===== config.mk =====
export PLATFORM = sky130hd
export DESIGN_NAME = error_code_blinker
export DESIGN_NICKNAME = d
export VERILOG_FILES = /design/src/ecb_pkg.sv /design/src/ecb_csr.sv /design/src/ecb_in_stage.sv /design/src/ecb_core.sv /design/src/error_code_blinker.sv
export VERILOG_INCLUDE_DIRS = /design/src /design/src/src
export SDC_FILE = /design/constraint.sdc
export NUM_CORES = 1
export LEC_CHECK = 0
export ABC_AREA = 1
export BUFFER_PORTS_ARGS = -buffer_cell sky130_fd_sc_hd__buf_2
export CORE_MARGIN = 2
export CORE_UTILIZATION = 25
export CTS_CLUSTER_SIZE = 10
export DETAILED_ROUTE_END_ITERATION = 10
export PLACE_DENSITY = 0.49
export SYNTH_ARGS = -nofsm -noshare
export SYNTH_HDL_FRONTEND = slang
export SYNTH_SLANG_ARGS = --single-unit

===== constraint.sdc =====
create_clock -name clock -period 3.7 [get_ports clock]
set_input_delay 0.185 -clock clock [delete_from_list [all_inputs] [get_ports clock]]
set_output_delay 0.185 -clock clock [all_outputs]
set_load 0.1 [all_outputs]

===== src/error_code_blinker_assert.svh =====
// Assertion macros used by the blinker core RTL.
`ifndef ERROR_CODE_BLINKER_ASSERT_SVH
`define ERROR_CODE_BLINKER_ASSERT_SVH

`ifndef SYNTHESIS
`define ECB_ASSERT(name, clk, rst, prop) \
   name: assert property (@(posedge clk) disable iff (rst) prop) \
      else $error("ecb assertion failed");
`define ECB_ASSERT_ALWAYS(name, clk, prop) \
   name: assert property (@(posedge clk) prop) \
      else $error("ecb assertion failed");
`else
`define ECB_ASSERT(name, clk, rst, prop)
`define ECB_ASSERT_ALWAYS(name, clk, prop)
`endif

`endif


===== src/ecb_pkg.sv =====
package ecb_pkg;

   localparam int CODE_W     = 4;
   localparam int ERR_CODE_W = 8;
   localparam int CMD_W      = 2;
   localparam int CFG_W      = 16;
   localparam int BITMAP_W   = 8;
   localparam int RSP_DATA_W = 16;
   localparam int REQ_DATA_W = 8;

   typedef enum logic [CMD_W-1:0] {
      CMD_TICK  = 2'd0,
      CMD_FLAG  = 2'd1,
      CMD_CLEAR = 2'd2
   } cmd_type;

   localparam logic REG_TICK_PERIOD = 1'b0;
   localparam logic REG_BLINK_ON    = 1'b1;

   localparam logic [CFG_W-1:0] TICK_PERIOD_RESET = 16'd500;
   localparam logic [CFG_W-1:0] BLINK_ON_RESET    = 16'd200;

   typedef struct packed {
      logic [CFG_W-1:0] tick_period_ms;
      logic [CFG_W-1:0] blink_on_ms;
   } cfg_type;

   typedef struct packed {
      logic                  valid;
      logic [CMD_W-1:0]      cmd;
      logic [ERR_CODE_W-1:0] error_code;
   } req_type;

endpackage


===== src/ecb_csr.sv =====
module ecb_csr (
   input  logic                       clock,
   input  logic                       reset,
   input  logic                       csr_we,
   input  logic                       csr_addr,
   input  logic [ecb_pkg::CFG_W-1:0]  csr_wdata,
   output ecb_pkg::cfg_type           cfg
);
   import ecb_pkg::*;

   cfg_type cfg_ff;
   cfg_type cfg_in;

   always_comb begin
      cfg_in = cfg_ff;
      if (csr_we) begin
         unique case (csr_addr)
            REG_TICK_PERIOD: cfg_in.tick_period_ms = csr_wdata;
            REG_BLINK_ON:    cfg_in.blink_on_ms    = csr_wdata;
            default:         cfg_in = cfg_ff;
         endcase
      end
   end

   always_ff @(posedge clock) begin
      if (reset) begin
         cfg_ff.tick_period_ms <= TICK_PERIOD_RESET;
         cfg_ff.blink_on_ms    <= BLINK_ON_RESET;
      end else begin
         cfg_ff <= cfg_in;
      end
   end

   assign cfg = cfg_ff;

endmodule


===== src/ecb_in_stage.sv =====
module ecb_in_stage (
   input  logic                           clock,
   input  logic                           reset,
   input  logic                           req_tvalid,
   output logic                           req_tready,
   input  logic [ecb_pkg::REQ_DATA_W-1:0] req_tdata,
   input  logic [ecb_pkg::CMD_W-1:0]      req_tuser,
   input  logic                           advance,
   output ecb_pkg::req_type               req
);
   import ecb_pkg::*;

   logic                  valid_ff;
   logic                  valid_in;
   logic [CMD_W-1:0]      cmd_ff;
   logic [ERR_CODE_W-1:0] code_ff;
   logic                  take;

   assign req_tready = !valid_ff || advance;
   assign take       = req_tvalid && req_tready;

   always_comb begin
      priority if (take) begin
         valid_in = 1'b1;
      end else if (advance) begin
         valid_in = 1'b0;
      end else begin
         valid_in = valid_ff;
      end
   end

   always_ff @(posedge clock) begin
      if (reset) begin
         valid_ff <= 1'b0;
      end else begin
         valid_ff <= valid_in;
      end
   end

   always_ff @(posedge clock) begin
      if (take) begin
         cmd_ff  <= req_tuser;
         code_ff <= req_tdata[ERR_CODE_W-1:0];
      end
   end

   assign req.valid      = valid_ff;
   assign req.cmd        = cmd_ff;
   assign req.error_code = code_ff;

endmodule


===== src/ecb_core.sv =====
`include "error_code_blinker_assert.svh"

module ecb_core #(
   parameter int NUM_CODES = 8
) (
   input  logic                           clock,
   input  logic                           reset,
   input  ecb_pkg::cfg_type               cfg,
   input  ecb_pkg::req_type               req,
   output logic                           advance,
   output logic                           rsp_tvalid,
   input  logic                           rsp_tready,
   output logic [ecb_pkg::RSP_DATA_W-1:0] rsp_tdata
);
   import ecb_pkg::*;

   localparam logic [CODE_W-1:0]     LAST_CODE = CODE_W'(NUM_CODES);
   localparam logic [ERR_CODE_W-1:0] LAST_ERR  = ERR_CODE_W'(NUM_CODES);

   logic [NUM_CODES-1:0] flags_ff, flags_in;
   logic [CFG_W-1:0]     elapsed_ff, elapsed_in;
   logic [CODE_W-1:0]    index_ff, index_in;
   logic [CODE_W-1:0]    code_ff, code_in;
   logic                 led_ff, led_in;
   logic                 rsp_valid_ff, rsp_valid_in;
   logic [RSP_DATA_W-1:0] rsp_data_ff, rsp_data_in;
   logic                 fire;
   logic [CFG_W-1:0]     elapsed_inc;
   logic [CODE_W-1:0]    index_inc;
   logic [NUM_CODES+BITMAP_W-1:0] flags_ext;

   // round-robin: first set code after cur, wrapping; 0 if none
   function automatic logic [CODE_W-1:0] pick_next(input logic [CODE_W-1:0] cur,
                                                   input logic [NUM_CODES-1:0] flags);
      logic [CODE_W:0]      c;
      logic [NUM_CODES-1:0] sh;
      logic                 found;
      logic [CODE_W-1:0]    res;
      found = 1'b0;
      res   = '0;
      for (int k = 1; k <= NUM_CODES; k++) begin
         c = {1'b0, cur} + (CODE_W+1)'(k);
         if (c > (CODE_W+1)'(NUM_CODES)) begin
            c = c - (CODE_W+1)'(NUM_CODES);
         end
         sh = flags >> (c - 1'b1);
         if (!found && c != '0 && c <= (CODE_W+1)'(NUM_CODES) && sh[0]) begin
            found = 1'b1;
            res   = c[CODE_W-1:0];
         end
      end
      return res;
   endfunction

   assign advance = !rsp_valid_ff || rsp_tready;
   assign fire    = req.valid && advance;

   assign elapsed_inc = (elapsed_ff == '1) ? elapsed_ff : elapsed_ff + 1'b1;
   assign index_inc   = index_ff + 1'b1;

   always_comb begin
      flags_in   = flags_ff;
      elapsed_in = elapsed_ff;
      index_in   = index_ff;
      code_in    = code_ff;
      led_in     = led_ff;
      unique case (req.cmd)
         CMD_TICK: begin
            elapsed_in = elapsed_inc;
            if (elapsed_inc >= cfg.tick_period_ms) begin
               index_in = index_inc;
               if (index_inc >= LAST_CODE) begin
                  index_in = '0;
                  code_in  = pick_next(code_ff, flags_ff);
               end
               if (index_in < code_in) begin
                  led_in = 1'b1;
               end
               elapsed_in = '0;
            end else if (elapsed_inc >= cfg.blink_on_ms) begin
               led_in = 1'b0;
            end
         end
         CMD_FLAG: begin
            if (req.error_code != '0 && req.error_code <= LAST_ERR) begin
               if (req.error_code == LAST_ERR) begin
                  flags_in = '0;
               end
               flags_in = flags_in | (NUM_CODES'(1) << (req.error_code - 1'b1));
            end
         end
         CMD_CLEAR: flags_in = '0;
         default:   flags_in = flags_ff;
      endcase
   end

   assign flags_ext    = {{BITMAP_W{1'b0}}, flags_in};
   assign rsp_data_in  = {{(RSP_DATA_W-CODE_W-BITMAP_W-1){1'b0}}, code_in,
                          flags_ext[BITMAP_W-1:0], led_in};
   assign rsp_valid_in = fire || (rsp_valid_ff && !rsp_tready);

   always_ff @(posedge clock) begin
      if (reset) begin
         flags_ff     <= '0;
         elapsed_ff   <= '0;
         index_ff     <= '0;
         code_ff      <= '0;
         led_ff       <= 1'b0;
         rsp_valid_ff <= 1'b0;
      end else begin
         rsp_valid_ff <= rsp_valid_in;
         if (fire) begin
            flags_ff   <= flags_in;
            elapsed_ff <= elapsed_in;
            index_ff   <= index_in;
            code_ff    <= code_in;
            led_ff     <= led_in;
         end
      end
   end

   always_ff @(posedge clock) begin
      if (fire) begin
         rsp_data_ff <= rsp_data_in;
      end
   end

   assign rsp_tvalid = rsp_valid_ff;
   assign rsp_tdata  = rsp_data_ff;

   `ECB_ASSERT(a_index_range, clock, reset, index_ff < LAST_CODE)
   `ECB_ASSERT(a_code_range, clock, reset, code_ff <= LAST_CODE)
   `ECB_ASSERT(a_code_at_wrap, clock, reset, !$stable(code_ff) |-> index_ff == '0)
   `ECB_ASSERT(a_led_on_slot, clock, reset, $rose(led_ff) |-> elapsed_ff == '0)
   `ECB_ASSERT_ALWAYS(a_no_state_without_item, clock,
                      !reset && !$past(fire) && !$past(reset) |-> $stable(elapsed_ff))

endmodule


===== src/error_code_blinker.sv =====
// Error code blinker: latches error codes 1..NUM_CODES (NUM_CODES from 2 to 15) and
// blinks the chosen code on one LED as a count of flashes per cycle of NUM_CODES
// slots. Each req item is a command in req_tuser: a one-millisecond tick, flag the
// code in req_tdata, or clear all flags. The top code is critical and replaces all
// other flags. Every item yields one rsp item carrying the LED level, the low eight
// flag bits and the code being shown; flag changes reach the shown code at the next
// cycle wrap. One item is taken per clock unless rsp_tready stalls the output; an item
// passes an input register and then a result register before its rsp item is valid. The
// round-robin pick over NUM_CODES flags sits in the result stage. csr_addr 0 is
// tick_period_ms (reset 500), 1 is blink_on_ms (reset 200); write them only while idle.
module error_code_blinker #(
   parameter int NUM_CODES = 8
) (
   input  logic                           clock,
   input  logic                           reset,
   input  logic                           req_tvalid,
   output logic                           req_tready,
   input  logic [ecb_pkg::REQ_DATA_W-1:0] req_tdata,   // [7:0] error_code
   input  logic [ecb_pkg::CMD_W-1:0]      req_tuser,   // [1:0] cmd
   output logic                           rsp_tvalid,
   input  logic                           rsp_tready,
   output logic [ecb_pkg::RSP_DATA_W-1:0] rsp_tdata,   // [0] led_on, [8:1] active_errors,
                                                       // [12:9] shown_code, rest zero
   input  logic                           csr_we,
   input  logic                           csr_addr,
   input  logic [ecb_pkg::CFG_W-1:0]      csr_wdata
);
   import ecb_pkg::*;

   cfg_type cfg;
   req_type req;
   logic    advance;

   ecb_csr u_csr (
      .clock     (clock),
      .reset     (reset),
      .csr_we    (csr_we),
      .csr_addr  (csr_addr),
      .csr_wdata (csr_wdata),
      .cfg       (cfg)
   );

   ecb_in_stage u_in_stage (
      .clock      (clock),
      .reset      (reset),
      .req_tvalid (req_tvalid),
      .req_tready (req_tready),
      .req_tdata  (req_tdata),
      .req_tuser  (req_tuser),
      .advance    (advance),
      .req        (req)
   );

   ecb_core #(
      .NUM_CODES (NUM_CODES)
   ) u_core (
      .clock      (clock),
      .reset      (reset),
      .cfg        (cfg),
      .req        (req),
      .advance    (advance),
      .rsp_tvalid (rsp_tvalid),
      .rsp_tready (rsp_tready),
      .rsp_tdata  (rsp_tdata)
   );

endmodule


# After elaboration in Yosys (flattened, before gate mapping)
# Cells that the tools add are included.
[classes]
bitwise_logic = 2
n_addsub = 27
n_eq_ne = 4
div_mod_pow = 0
n_shift = 9
reduce_logical = 55
order_cmp = 21
mul = 0
mux = 89
[ops]
columns = ["operator", "count"]
rows = [
  ["5-bit two-way mux", 32],
  ["4-bit two-way mux", 16],
  ["8-bit by 5-bit right shift with 1-bit output", 8],
  ["5-bit by 4-bit greater-than comparator with 1-bit output (second input constant)", 8],
  ["5-bit by 4-bit <= comparator with 1-bit output (second input constant)", 8],
  ["5-bit nonzero test", 8],
  ["5-bit by 1-bit subtractor with 5-bit output (second input constant)", 8],
  ["5-bit by 4-bit subtractor with 5-bit output (second input constant)", 8],
  ["1-bit two-way mux", 34],
  ["16-bit greater-or-equal comparator", 2],
  ["16-bit two-way mux", 2],
  ["8-bit two-way mux", 4],
  ["1-bit logical AND", 27],
  ["4-bit by 3-bit adder with 5-bit output (second input constant)", 4],
  ["16-bit by 1-bit adder with 16-bit output (second input constant)", 1],
  ["16-bit == test (second input constant)", 1],
  ["8-bit one-hot mux with 2 select lines", 1],
  ["4-bit by 2-bit adder with 5-bit output (second input constant)", 2],
  ["1-bit logical NOT", 10],
  ["8-bit by 4-bit == test with 1-bit output (second input constant)", 1],
  ["8-bit by 4-bit <= comparator with 1-bit output (second input constant)", 1],
  ["8-bit bitwise OR", 1],
  ["8-bit nonzero test", 1],
  ["1-bit by 8-bit << shifter with 8-bit output (first input constant)", 1],
  ["14 further kinds", 18],
]
[word_totals]
ram_bits = 0
in_bits = 32
out_inout_bits = 18
regBits = 90
word_cells = 219
romBits = 0
n_memories = 0
latch_bits = 0

# Logic depth before layout (Yosys ltp)
# Gate-level depths: netlist of the first run.
[logic_depth]
word_depth = 73
ltp_mapped = 34
mapped_depth_nobuf = 34

# Cells and area by module
# A second synthesis of the first run with hierarchy kept.
[unflattened]
cells_unflattened = 989
area_unflattened_um2 = 6761.5
[modules_own_cells]
columns = ["module", "seq_area_each_um2", "area_each_um2", "cells_each", "n_inst"]
rows = [
  ["ecb_core", 1071.0, 5132.4, 809, 1],
  ["ecb_csr", 640.6, 1273.7, 163, 1],
  ["ecb_in_stage", 320.3, 355.3, 17, 1],
]

# Least setup slack after synthesis of the first run
# No wires, ideal clock.
[synth_path]
path_kind = "flip-flop to flip-flop"
startpoint = "register u_core.code_ff[1]"
endpoint = "register u_core.led_ff"
synth_period_minus_slack_ns = 3.590
stages_incl_launch_ff = 31
setup_ns = 0.056
path_slack_ns = 0.110
required_time_ns = 3.644
arrival_time_ns = 3.534
n_path_buf = 0
cell_sequence = "dfxtp_1 -> inv_1 -> ha_1 -> nand2_1 -> nand2_1 -> nand2_1 -> nand2_1 -> inv_2 -> ha_1 -> nand2_1 -> inv_1 -> nand3_1 -> nand2_1 -> nand2_1 -> nand2_1 -> nand2_1 -> nand4_2 -> nand4_4 -> nor2_4 -> nand3_2 -> o21ai_0 -> nand3b_1 -> o211ai_1 -> nand2_1 -> inv_1 -> ha_1 -> a211oi_1 -> nand2_1 -> nand3_1 -> nand2_1 -> inv_1"
[synth_between]
elab_chain_len = 73
word_cells_on_any_way = 161
cone_classes = "24 x add/sub; 17 x order compare; 8 x shift; 74 x mux; 38 x reduce/logical"
[synth_lines]
columns = ["element", "line", "source"]
rows = [
  ["start: declaration", "ecb_core.sv:23", "logic [CODE_W-1:0] code_ff, code_in;"],
  ["start signal: assignment", "ecb_core.sv:116", "code_ff <= code_in;"],
  ["4-bit by 1-bit adder with 5-bit output", "ecb_core.sv:42", "c = {1'b0, cur} + (CODE_W+1)'(k);"],
  ["5-bit by 4-bit subtractor with 5-bit output or 5-bit by 4-bit greater-than comparator with 1-bit output (tied branches)", "ecb_core.sv:44, ecb_core.sv:43", ""],
  ["5-bit two-way mux", "ecb_core.sv:43", "if (c > (CODE_W+1)'(NUM_CODES)) begin"],
  ["5-bit two-way mux", "ecb_core.sv:72", "if (index_inc >= LAST_CODE) begin"],
  ["5-bit two-way mux", "ecb_core.sv:70", "if (elapsed_inc >= cfg.tick_period_ms) begin"],
  ["5-bit two-way mux", "ecb_core.sv:67", "unique case (req.cmd)"],
  ["5-bit by 1-bit subtractor with 5-bit output, or another cell as far along", "ecb_core.sv:46", "sh = flags >> (c - 1'b1);"],
  ["8-bit by 5-bit right shift with 1-bit output or 1-bit logical AND (tied branches)", "ecb_core.sv:46, ecb_core.sv:47", ""],
  ["[57 not listed]", "-", ""],
  ["4-bit two-way mux", "ecb_core.sv:47", "if (!found && c != '0 && c <= (CODE_W+1)'(NUM_CODES) && sh[0]) begin"],
  ["4-bit two-way mux *", "ecb_core.sv:72", ""],
  ["4-bit two-way mux *", "ecb_core.sv:70", ""],
  ["4-bit two-way mux *", "ecb_core.sv:67", ""],
  ["4-bit < comparator *", "ecb_core.sv:76", "if (index_in < code_in) begin"],
  ["1-bit two-way mux *", "ecb_core.sv:76", ""],
  ["1-bit two-way mux *", "ecb_core.sv:70", ""],
  ["1-bit two-way mux *", "ecb_core.sv:67", ""],
  ["end signal: assignment", "ecb_core.sv:117", "led_ff <= led_in;"],
  ["end: declaration", "ecb_core.sv:24", "logic led_ff, led_in;"],
]
# Every way passes the cells marked *; elsewhere a longest branch is shown, timed or not. The select of a mux whose other input is x is not followed.
# A chain may end at the register's enable or synchronous reset.

# Worst setup path in the final report of the first run
[layout_path]
startpoint = "register u_core.code_ff[2]"
endpoint = "register u_core.rsp_data_ff[0] (netlist: u_core.rsp_tdata[0]), data pin"
[layout_between]
elab_chain_len = 73
word_cells_on_any_way = 161
cone_classes = "24 x add/sub; 17 x order compare; 8 x shift; 74 x mux; 38 x reduce/logical"
[layout_lines]
columns = ["element", "line", "source"]
rows = [
  ["4-bit by 1-bit adder with 5-bit output", "ecb_core.sv:42", ""],
  ["5-bit by 4-bit subtractor with 5-bit output or 5-bit by 4-bit greater-than comparator with 1-bit output (tied branches)", "ecb_core.sv:44, ecb_core.sv:43", ""],
  ["5-bit two-way mux", "ecb_core.sv:43", ""],
  ["5-bit two-way mux", "ecb_core.sv:72", ""],
  ["5-bit two-way mux", "ecb_core.sv:70", ""],
  ["5-bit two-way mux", "ecb_core.sv:67", ""],
  ["5-bit by 1-bit subtractor with 5-bit output, or another cell as far along", "ecb_core.sv:46", ""],
  ["8-bit by 5-bit right shift with 1-bit output or 1-bit logical AND (tied branches)", "ecb_core.sv:46, ecb_core.sv:47", ""],
  ["[58 not listed]", "-", ""],
  ["4-bit two-way mux *", "ecb_core.sv:72", ""],
  ["4-bit two-way mux *", "ecb_core.sv:70", ""],
  ["4-bit two-way mux *", "ecb_core.sv:67", ""],
  ["4-bit < comparator *", "ecb_core.sv:76", ""],
  ["1-bit two-way mux *", "ecb_core.sv:76", ""],
  ["1-bit two-way mux *", "ecb_core.sv:70", ""],
  ["1-bit two-way mux *", "ecb_core.sv:67", ""],
  ["named net u_core.led_in", "ecb_core.sv:24", ""],
  ["end signal: assignment", "ecb_core.sv:124", "rsp_data_ff <= rsp_data_in;"],
  ["end: declaration", "ecb_core.sv:26", "logic [RSP_DATA_W-1:0] rsp_data_ff, rsp_data_in;"],
]
# Mark *: on every way through the listed nets, which the timed path passes. The rest lies on a longest branch. The select of a mux whose other input is x is not followed.

==> flow_metrics.py, run 1 <==
metrics = {
    "status": {
        "status": "finished clean",
    },
    "timing": {
        "hold_viol_final": 0,
        "setup_viol": 0,
        "finalCriticalPeriod_ps": 3470,
        "hold_ws_ps": 16.2,
        "maxSlewViolCount": 0,
        "tightest_slew_ps": 967,
        "slew_headroom": 0.355,
        "timing.setup.tns_ps": 0,
        "final.period_utilization": 0.938,
        "fmax_mhz": 288,
        "clock-skew-final_ps": 11.6,
    },
    "yosys": {
        "syn_area_um2": 6740,
        "ys_seq_elements": 90,
        "ys.warnings.count": 0,
        "yosysSeqAreaShare": 0.301,
        "synthCells": 944,
        "synth_cell_types": 51,
        "syn_avg_cell_area_um2": 7.14,
    },
    "clock_tree": {
        "cts_made_buffers": 9,
        "cts.sinks": 90,
        "cts_tree": "built",
        "insertion_delay_ps": 340,
        "root_buffer": "clkbuf_16",
        "htreeDepth": 3,
        "clkTransAtPathRegs_ps": 70,
        "clock_path_buffers": 2,
    },
    "layout": {
        "final_layout_size_suffix_gt1_frac": 0.211,
        "num-nets-final": 1138,
        "nFillCells": 2930,
        "design_area_um2": 8250,
        "area_growth_pct": 22.3,
        "antenna_cells": 0,
        "final_common_cell": "nand2_1",
        "layout_common_cells": "nand2_1, inv_1, a21oi_1, ha_1, dfxtp_1",
    },
    "floorplan": {
        "coreArea_um2": 26700,
        "start_util": 0.252,
        "num_io_pins": 50,
        "die_w_um": 168,
        "die_h_um": 168,
        "core.rowCount": 60,
        "die_area_um2": 28300,
    },
    "drt": {
        "dr_total_vias": 6161,
        "drt_first_pass_iters": 5,
        "drt_iter0_drc": 331,
        "detail-route-antenna-nets": 0,
        "via_per_inst": 4.46,
        "routed_wirelength_um": 17800,
        "drc": 0,
        "post_drt_wl_per_cell_um": 12.9,
    },
    "global_routing": {
        "grtUsageTotal": 0.127,
        "grt_pass1_vias": 5858,
        "grt_max_degree": 36,
        "grt_pass1_wl_um": 29300,
        "grt_overflow": 0,
        "antenna_found_initial": 0,
    },
    "critical_path": {
        "cp_common_cell": "nand2_1",
        "cp_max_fo": 7,
        "start_kind": "flip-flop",
        "critPathSlowestCell": "dfxtp_4",
        "crit_required_ps": 3780,
        "cp_slowest_stage_delay_ps": 400,
        "worstSetupPathType": "reg2reg",
        "worstPathArrival_ps": 3550,
        "end_kind": "flip-flop",
    },
    "place": {
        "place_congestion": 0.864,
        "port_buffers": 46,
        "hpwlAfterDp_um": 13800,
        "place_area_um2": 7600,
    },
    "power_and_ir_drop": {
        "p_leak_nw": 3.83,
        "p_per_area_nw_per_um2": 352,
        "peakVddDrop_mv": 0.224,
    },
    "min_path": {
        "hp-class": "in2reg",
    },
    "run": {
        "max_cap_viol_count": 0,
    },
}
## cells by family after synthesis
| kind of cell | synth area share |
|---|---|
| flops | 0.301 |
| simple gates | 0.265 |
| xor+xnor | 0.0284 |
| buf+inv | 0.110 |
| other cells | 0.000556 |
| mux | 0.00297 |
| fa+ha+maj | 0.130 |
| compound gates | 0.162 |
## metal layers
metal / vias up / wire length [µm] / GRT usage
met5: - / 0 / 0
met1: 2779 / 8590 / 0.168
li1: 3287 / - / -
met4: 0 / 308 / 0.0379
met3: 20 / 458 / 0.0162
met2: 75 / 8450 / 0.216
## where the power goes
part           switching (mW)  total [mW]  internal [mW]
Clock                   0.411        1.01          0.598
Sequential             0.0214        1.08           1.06
Combinational           0.539       0.815          0.276
Total                   0.971        2.90           1.93
## layout make-up
type                            count  area [µm²]  area share
Multi-Input combinational cell    678        4200       0.508
Sequential cell                    90        2040       0.247
Timing Repair Buffer              105         676      0.0819
Inverter                          152         583      0.0707
Tap cell                          341         427      0.0517
Clock buffer                        9         225      0.0273
Clock inverter                      7         103      0.0124
## sequential cells by signal, indices dropped and copies added, names as in the netlist
signal               count
u_in_stage.code_ff       8
u_csr.cfg               32
u_core.flags_ff          8
u_in_stage.cmd_ff        2
u_core.led_ff            1
u_core.rsp_tvalid        1
u_core.code_ff           4
u_core.rsp_tdata        13
u_in_stage.valid_ff      1
u_core.index_ff          4
u_core.elapsed_ff       16
## Yosys cell counts, drive strengths merged
cell,instances,area share
clkinv,4,0.0022
buf,11,0.016
a211oi,5,0.0056
a22oi,9,0.010
o2111ai,1,0.0013
xnor2,6,0.0089
nor4,1,0.00093
inv,148,0.083
o21a,1,0.0011
o21ai,74,0.058
clkbuf,16,0.0089
nand2,232,0.13
xor2,12,0.019
mux2i,2,0.0030
o22ai,9,0.0083
nor2,67,0.042
dfxtp,67,0.20
a21oi,75,0.056
o2111a,1,0.0017
nand4,17,0.023
o211ai,10,0.011
nand3,52,0.043
or2,2,0.0019
ha,70,0.13
o221ai,4,0.0052
a31o,1,0.0013
nand3b,4,0.0063
a31oi,2,0.0019
nor3,16,0.012
o31ai,1,0.0011
edfxtp,23,0.10
conb,1,0.00056
## what timing repair did
action,CTS,global route
cloned,0,1
hold buffers,1,0
hold endpoints to repair,1,0
gates resized for setup,8,56
setup endpoints to repair,3,30
pin swaps,2,17
buffers inserted,1,8
## worst paths after layout
| path | cells after the start | startpoint | end | slack [ps] |
|---|---|---|---|---|
| max | 29 | u_core.code_ff[2] | u_core.rsp_tdata[0] | 230 |
| max reg2reg | 29 | u_core.code_ff[2] | u_core.rsp_tdata[0] | 230 |
| min | 1 | req_tdata[4] | u_in_stage.code_ff[4] | 20 |
| min reg2reg | 2 | u_csr.cfg[9] | u_csr.cfg[9] | 470 |
## worst max-delay path: cells and delay by family (launching register included)
kind,cells,cell delay [ps]
flops,1,400
buf+inv,6,440
compound gates,1,80
simple gates,19,1640
fa+ha+maj,3,660
## metrics by stage
stage / instances / power (mW) / setup WS [ps] / utilization
after floorplan: 947 / 1.67 / 110 / -
after global placement: 1355 / 1.84 / -165 / 0.285
after detailed placement: 1355 / 1.85 / -176 / 0.285
after CTS: 1373 / 2.88 / 0.215 / 0.298
after global routing: 1382 / 3.07 / -45.2 / 0.309
final: 1382 / 2.90 / 230 / 0.309
Power figures use the tool's default switching activity.
==> inputs of run 2 (changes only) <==
--- a/config.mk
+++ b/config.mk
@@ -7,12 +7,12 @@
 export NUM_CORES = 1
 export LEC_CHECK = 0
 export ABC_AREA = 1
-export BUFFER_PORTS_ARGS = -buffer_cell sky130_fd_sc_hd__buf_2
+export BUFFER_PORTS_ARGS = -buffer_cell sky130_fd_sc_hd__buf_4
 export CORE_MARGIN = 2
 export CORE_UTILIZATION = 25
 export CTS_CLUSTER_SIZE = 10
 export DETAILED_ROUTE_END_ITERATION = 10
-export PLACE_DENSITY = 0.49
+export PLACE_DENSITY_LB_ADDON = 0.05
 export SYNTH_ARGS = -nofsm -noshare
 export SYNTH_HDL_FRONTEND = slang
 export SYNTH_SLANG_ARGS = --single-unit
==> run 2 against run 1 <==
Against the previous run:
- core utilization increased by 1.5 points
- global-route usage increased by 1.5 points
- flip-flop and latch count did not move
- total power is 1.2% higher
- sequential share of layout area down 1.1 points
- die area stayed put
- clock skew down 0.85 ps
- critical endpoint unchanged
- largest power group unchanged
- highest routed layer unchanged
==> flow_metrics.py, run 2 (synthesis results as in run 1) <==
metrics = {
    "layout": {
        "finalNonFillerCells": 1412,
        "antenna_cells": 0,
        "utilization": 0.323,
        "area_growth_pct": 28.1,
        "seqCellArea_um2": 2040,
        "num-nets-final": 1168,
        "nFillCells": 2930,
        "multi_input_area_um2": 4220,
        "largest_reg_flops": 32,
        "final_common_cell": "nand2_1",
        "layout_common_cells": "nand2_1, inv_1, buf_4, a21oi_1, dfxtp_1",
        "final_layout_size_suffix_gt1_frac": 0.229,
    },
    "timing": {
        "fmax_mhz": 291,
        "hold_viol_final": 0,
        "finalCriticalPeriod_ps": 3440,
        "setup_viol": 0,
        "final.period_utilization": 0.929,
        "tightest_slew_ps": 973,
        "maxSlewViolCount": 0,
        "layout_setup_ws_ps": 261,
        "slew_headroom": 0.349,
        "clock-skew-final_ps": 10.8,
    },
    "critical_path": {
        "cp_max_fo": 7,
        "crit_required_ps": 3790,
        "path_delay_family": "simple AND/OR/NAND/NOR gates",
        "path_cells": "inv_4, buf_4, ha_2, buf_4, mux2i_1, nand2_1, nand2_1, nor2_2, nand2_1, nand4_4, nor2_4, nand4_2, buf_6, nand2_2, nor2_1, nand4_1, o21ai_2, ha_1, nand2_1, nand2_1, nand2_1, nand2_1, nand2_1",
        "worstSetupPathType": "reg2reg",
        "start_kind": "flip-flop",
        "end_kind": "flip-flop",
        "worstPathArrival_ps": 3530,
        "cp_common_cell": "nand2_1",
        "cp_num_buf_inv": 4,
        "cp_slowest_stage_delay_ps": 400,
        "critPathSlowestCell": "dfxtp_4",
    },
    "clock_tree": {
        "clock_path_buffers": 2,
        "clkTransAtPathRegs_ps": 70,
        "cts_made_buffers": 9,
        "insertion_delay_ps": 350,
        "cts.sinks": 90,
        "root_buffer": "clkbuf_16",
        "cts_tree": "built",
        "htreeDepth": 3,
    },
    "global_routing": {
        "grt_max_degree": 34,
        "grt_overflow": 0,
        "grtUsageTotal": 0.142,
        "grt_pass1_wl_um": 31800,
        "grt_pass1_vias": 6091,
        "antenna_found_initial": 0,
    },
    "drt": {
        "routed_wirelength_um": 19600,
        "dr_total_vias": 6221,
        "post_drt_wl_per_cell_um": 13.9,
        "drt_first_pass_iters": 4,
        "via_per_inst": 4.41,
        "drc": 0,
        "drt_iter0_drc": 264,
        "detail-route-antenna-nets": 0,
    },
    "power_and_ir_drop": {
        "switchingPower_mw": 0.955,
        "combPwrFrac": 0.297,
        "switching_share": 0.325,
        "peakVddDrop_mv": 0.151,
        "clockPowerShare": 0.335,
        "power.share.sequential": 0.367,
        "p_leak_nw": 4.02,
        "p_per_area_nw_per_um2": 340,
        "p_int_mw": 1.98,
    },
    "run": {
        "max_cap_viol_count": 0,
    },
    "place": {
        "port_buffers": 46,
        "place_congestion": 0.760,
        "dp.cells": 1377,
        "place_ws_ps": -126,
        "hpwlAfterDp_um": 15600,
    },
    "floorplan": {
        "core.rowCount": 60,
        "die_h_um": 168,
        "start_util": 0.252,
        "num_io_pins": 50,
        "die_w_um": 168,
        "die_area_um2": 28300,
        "coreArea_um2": 26700,
    },
    "status": {
        "status": "finished clean",
    },
    "min_path": {
        "hp-class": "in2reg",
    },
}
run 2: cell count changes in the layout (fill, tap and decap cells not counted), sizes merged:
cell         delta
clkbuf          +1
dlygate4sd3     +9
clkinvlp        -2
buf            +22
inv             -2
clkinv          +2
run 2: area by class of cell:
| class | instances | share of cell area |
|---|---|---|
| tap | 341 | 0.0494 |
| timing repair buffer | 135 | 0.122 |
| multi-input combinational | 678 | 0.489 |
| clock buffer | 11 | 0.0269 |
| clock inverter | 5 | 0.00927 |
| sequential | 90 | 0.236 |
| inverter | 152 | 0.0675 |
run 2: stage by stage:
stage                     cell area [µm²]  hold WS [ps]  power, mW  TNS (ps)
after floorplan                      6760           284       1.67         0
after global placement               7900           363       1.93     -1490
after detailed placement             7900           364       1.92      -639
after CTS                            8340          51.6       2.95         0
after global routing                 8640          70.1       3.12     -26.9
final                                8640          62.8       2.94         0
run 2: what timing repair did:
| action | 4_1_cts | 5_1_grt |
|---|---|---|
| resized for setup | 7 | 59 |
| buffers inserted | 2 | 8 |
| hold buffers | 10 | 0 |
| pin swaps | 2 | 18 |
| endpoints found under the setup margin | 14 | 30 |
| endpoints found under the hold margin | 10 | 0 |
run 2: path summary, 6_finish.rpt:
kind | end | from | cells past startpoint | slack, ps
max | u_core.rsp_tdata[0] | u_core.code_ff[1] | 23 | 260
min | u_csr.cfg[18] | csr_wdata[2] | 3 | 60
max reg2reg | u_core.rsp_tdata[0] | u_core.code_ff[1] | 23 | 260
min reg2reg | u_csr.cfg[15] | u_csr.cfg[15] | 2 | 460
run 2: worst reg2reg max path, stage by stage (launching register included):
cell     delay [ps]
dfxtp_4         400
inv_4            60
buf_4           160
ha_2            390
buf_4           170
mux2i_1         300
nand2_1          90
nand2_1          80
nor2_2           50
nand2_1         120
nand4_4         140
nor2_4          120
nand4_2         100
buf_6           150
nand2_2          80
nor2_1           50
nand4_1          80
o21ai_2          90
ha_1            270
nand2_1          50
nand2_1          60
nand2_1          50
nand2_1          70
nand2_1          50
run 2: routing by layer:
metal	global-route usage	routed length, µm	up-vias	share of wire
li1	-	-	3348	-
met4	0.0427	333	0	0.017
met3	0.0153	345	16	0.018
met5	0	0	-	0
met2	0.240	9220	58	0.47
met1	0.190	9730	2799	0.50
run 2: power groups by stage:
stage                     combinational (mW)  sequential [mW]  clock (mW)
after floorplan                        0.512             1.16           0
after global placement                 0.830             1.10           0
after detailed placement               0.820             1.10           0
after CTS                              0.841             1.08        1.03
after global routing                   0.974             1.08        1.07
final                                  0.873             1.08       0.985
==> inputs of run 3 (changes only) <==
--- a/config.mk
+++ b/config.mk
@@ -6,7 +6,6 @@
 export SDC_FILE = /design/constraint.sdc
 export NUM_CORES = 1
 export LEC_CHECK = 0
-export ABC_AREA = 1
 export BUFFER_PORTS_ARGS = -buffer_cell sky130_fd_sc_hd__buf_4
 export CORE_MARGIN = 2
 export CORE_UTILIZATION = 25
==> run 3 against run 2 <==
Against the previous run:
- final cell count grew 1.1%
- first-iteration DRC count is 25% higher
- the flow now finishes with violations (setup timing)
- largest power group unchanged
- sequential share of layout area shrank 3.5 points
- clock skew increased by 8.0 ps
- synthesized cell count fell by 11%
- clock power decreased by 3.4%
- setup slack got worse by 1100 ps
- critical path depth fell by 3
- largest cell class unchanged
==> flow_metrics.py, run 3 <==
metrics = {
    "status": {
        "status": "complete, but fails checks",
        "violations": "setup timing",
    },
    "timing": {
        "fmax_mhz": 219,
        "rsz0062_at_grt": "yes",
        "tightest_slew_ps": 777,
        "timing.setup.tns_ps": -1670,
        "setup_viol": 3,
        "layout_setup_ws_ps": -862,
        "clock-skew-final_ps": 18.8,
        "maxSlewViolCount": 0,
        "hold_viol_final": 0,
        "finalCriticalPeriod_ps": 4560,
        "slew_headroom": 0.482,
        "final.period_utilization": 1.23,
    },
    "critical_path": {
        "worstSetupPathType": "reg2reg",
        "reg2reg_slack_ps": -860,
        "worstPathArrival_ps": 4820,
        "path_cells": "clkinv_8, ha_4, xnor2_4, inv_1, ha_2, a31oi_4, xnor2_2, mux2i_1, or3_4, or4_4, a311oi_2, a211oi_2, or3_1, a21boi_4, ha_4, a2111oi_4, nand4_1, a31oi_1, a211oi_2, a311oi_1",
        "r2r_cells": 20,
        "cp_slowest_stage_delay_ps": 430,
        "r2r-end": "u_core.led_ff",
        "start_kind": "flip-flop",
        "rr_startpoint": "u_core.code_ff[2]",
        "critPathSlowestCell": "dfxtp_4",
        "end_kind": "flip-flop",
        "cp_max_fo": 5,
        "crit_required_ps": 3960,
    },
    "place": {
        "place_area_um2": 8990,
        "port_buffers": 46,
        "hpwlAfterDp_um": 17700,
        "place_congestion": 0.868,
        "dp.cells": 1374,
    },
    "global_routing": {
        "grt_pass1_wl_um": 36700,
        "grt_pass1_vias": 6941,
        "grtUsageTotal": 0.162,
        "grt_overflow": 0,
        "grt_max_degree": 59,
        "antenna_found_initial": 0,
    },
    "yosys": {
        "yosys.area.top_type": "dfxtp_1",
        "synth.most_common_cell": "nand2_1",
        "synthFlopType": "dfxtp_1",
        "yosys-top-cells-count": "nand2_1, nor2_1, ha_1, dfxtp_1, a21oi_1",
        "ys.warnings.count": 0,
        "synth_cell_types": 78,
        "syn_area_um2": 6870,
        "synthArstFlopShare": 0,
        "synthCells": 840,
        "ys_seq_elements": 90,
        "synth-edff-count": 23,
        "yosysSeqAreaShare": 0.296,
        "synth.top_cell.area_share": 0.195,
        "synth.area.top_cells": "dfxtp_1, ha_1, edfxtp_1",
        "syn_avg_cell_area_um2": 8.17,
    },
    "drt": {
        "routed_wirelength_um": 23200,
        "post_drt_wl_per_cell_um": 16.2,
        "drt_iter0_drc": 329,
        "via_per_inst": 4.83,
        "dr_total_vias": 6891,
        "detail-route-antenna-nets": 0,
        "drt_first_pass_iters": 5,
        "drc": 0,
    },
    "power_and_ir_drop": {
        "p_per_area_nw_per_um2": 231,
        "p_int_mw": 1.66,
        "switchingPower_mw": 0.709,
        "combPwrFrac": 0.148,
        "peakVddDrop_mv": 0.171,
        "p_leak_nw": 4.45,
        "power.share.sequential": 0.450,
        "switching_share": 0.300,
        "clockPowerShare": 0.402,
    },
    "layout": {
        "utilization": 0.379,
        "nFillCells": 2767,
        "num-nets-final": 1184,
        "layout_common_cells": "buf_4, nand2_1, nor2_1, dfxtp_1",
        "area_growth_pct": 48.9,
        "multi_input_area_um2": 5110,
        "largest_reg_flops": 32,
        "finalNonFillerCells": 1428,
        "design_area_um2": 10200,
        "seqCellArea_um2": 2050,
        "antenna_cells": 0,
        "final_layout_size_suffix_gt1_frac": 0.385,
        "final_common_cell": "buf_4",
    },
    "floorplan": {
        "coreArea_um2": 27000,
        "start_util": 0.255,
        "die_h_um": 170,
        "num_io_pins": 50,
        "die_area_um2": 28800,
        "die_w_um": 170,
        "core.rowCount": 60,
    },
    "clock_tree": {
        "cts_tree": "built",
        "cts.sinks": 90,
        "clkTransAtPathRegs_ps": 90,
        "insertion_delay_ps": 360,
        "clock_path_buffers": 2,
        "cts_made_buffers": 9,
        "htreeDepth": 3,
        "root_buffer": "clkbuf_16",
    },
    "min_path": {
        "hp-class": "in2reg",
        "hold_end": "u_in_stage.valid_ff",
        "min_from": "req_tvalid",
        "hold_depth": 3,
    },
    "run": {
        "max_cap_viol_count": 0,
    },
}
==> run 3: cell types whose count changed in the layout (fill, tap and decap cells not counted), moves of 18 or more <==
cell | before | now
nand3_1 | 43 | 17
buf_4 | 123 | 251
o21ai_0 | 56 | 30
a21oi_1 | 71 | 53
inv_1 | 128 | 53
nand2_1 | 210 | 111
==> run 3: timing repair <==
| item | 4_1_cts | 5_1_grt |
|---|---|---|
| endpoints found under the setup margin | 29 | 26 |
| endpoints found under the hold margin | 10 | 0 |
| pin swaps | 25 | 29 |
| setup buffers | 16 | 12 |
| hold buffers | 10 | 0 |
| gates resized for setup | 63 | 72 |
==> run 3: kinds of logic after synthesis <==
kind of cell,synth area share
AOI/OAI and AO/OA,0.197
and+or+nand+nor,0.215
adders and majority gates,0.128
buffers and inverters,0.0623
xor gates and xnor gates,0.0474
other,0.000546
DFF,0.296
muxes,0.0543
==> run 3: metrics by stage <==
stage | power [mW] | setup slack (ps) | hold WS [ps]
after global placement | 1.41 | -1170 | 363
after floorplan | 1.29 | -813 | 284
after detailed placement | 1.41 | -1290 | 365
after CTS | 2.39 | -896 | 35.1
after global routing | 2.47 | -1010 | 53.4
final | 2.37 | -862 | 45.2
==> run 3: layout make-up <==
cell class	count	share of cell area
Clock buffer	9	0.0220
Timing Repair Buffer	272	0.206
Inverter	57	0.0224
Multi-Input combinational cell	652	0.500
Clock inverter	7	0.00649
Sequential cell	90	0.201
Tap cell	341	0.0417
==> run 3: power by group through the flow <==
stage / clock network (mW) / registers, mW / logic (mW)
floorplan: 0 / 1.14 / 0.153
global placement: 0 / 1.09 / 0.322
detailed placement: 0 / 1.09 / 0.325
CTS: 0.985 / 1.06 / 0.341
global route: 1.02 / 1.07 / 0.382
finish: 0.952 / 1.06 / 0.350
==> run 3: worst max path at each step <==
stage	startpoint	end	cells past startpoint
floorplan	u_core.code_ff[0]	u_core.led_ff	20
global placement	u_core.code_ff[3]	u_core.led_ff	17
detailed placement	u_core.code_ff[3]	u_core.led_ff	17
CTS	u_core.code_ff[2]	u_core.led_ff	20
global route	u_core.code_ff[1]	u_core.led_ff	24
finish	u_core.code_ff[2]	u_core.led_ff	20
==> run 3: worst max-delay path: cells and delay by family (launching register included) <==
family	cells	cell delay, ps
compound gates	8	1500
simple gates	4	1300
mux	1	140
buf+inv	2	140
xor+xnor	2	310
fa+ha+maj	3	630
flops	1	430
==> run 3: metal layers <==
metal | up-vias | GRT usage | part of all wire
met5 | - | 0 | 0
met4 | 0 | 0.0446 | 0.018
met3 | 25 | 0.0229 | 0.034
met2 | 125 | 0.266 | 0.45
met1 | 3276 | 0.223 | 0.50
li1 | 3465 | - | -
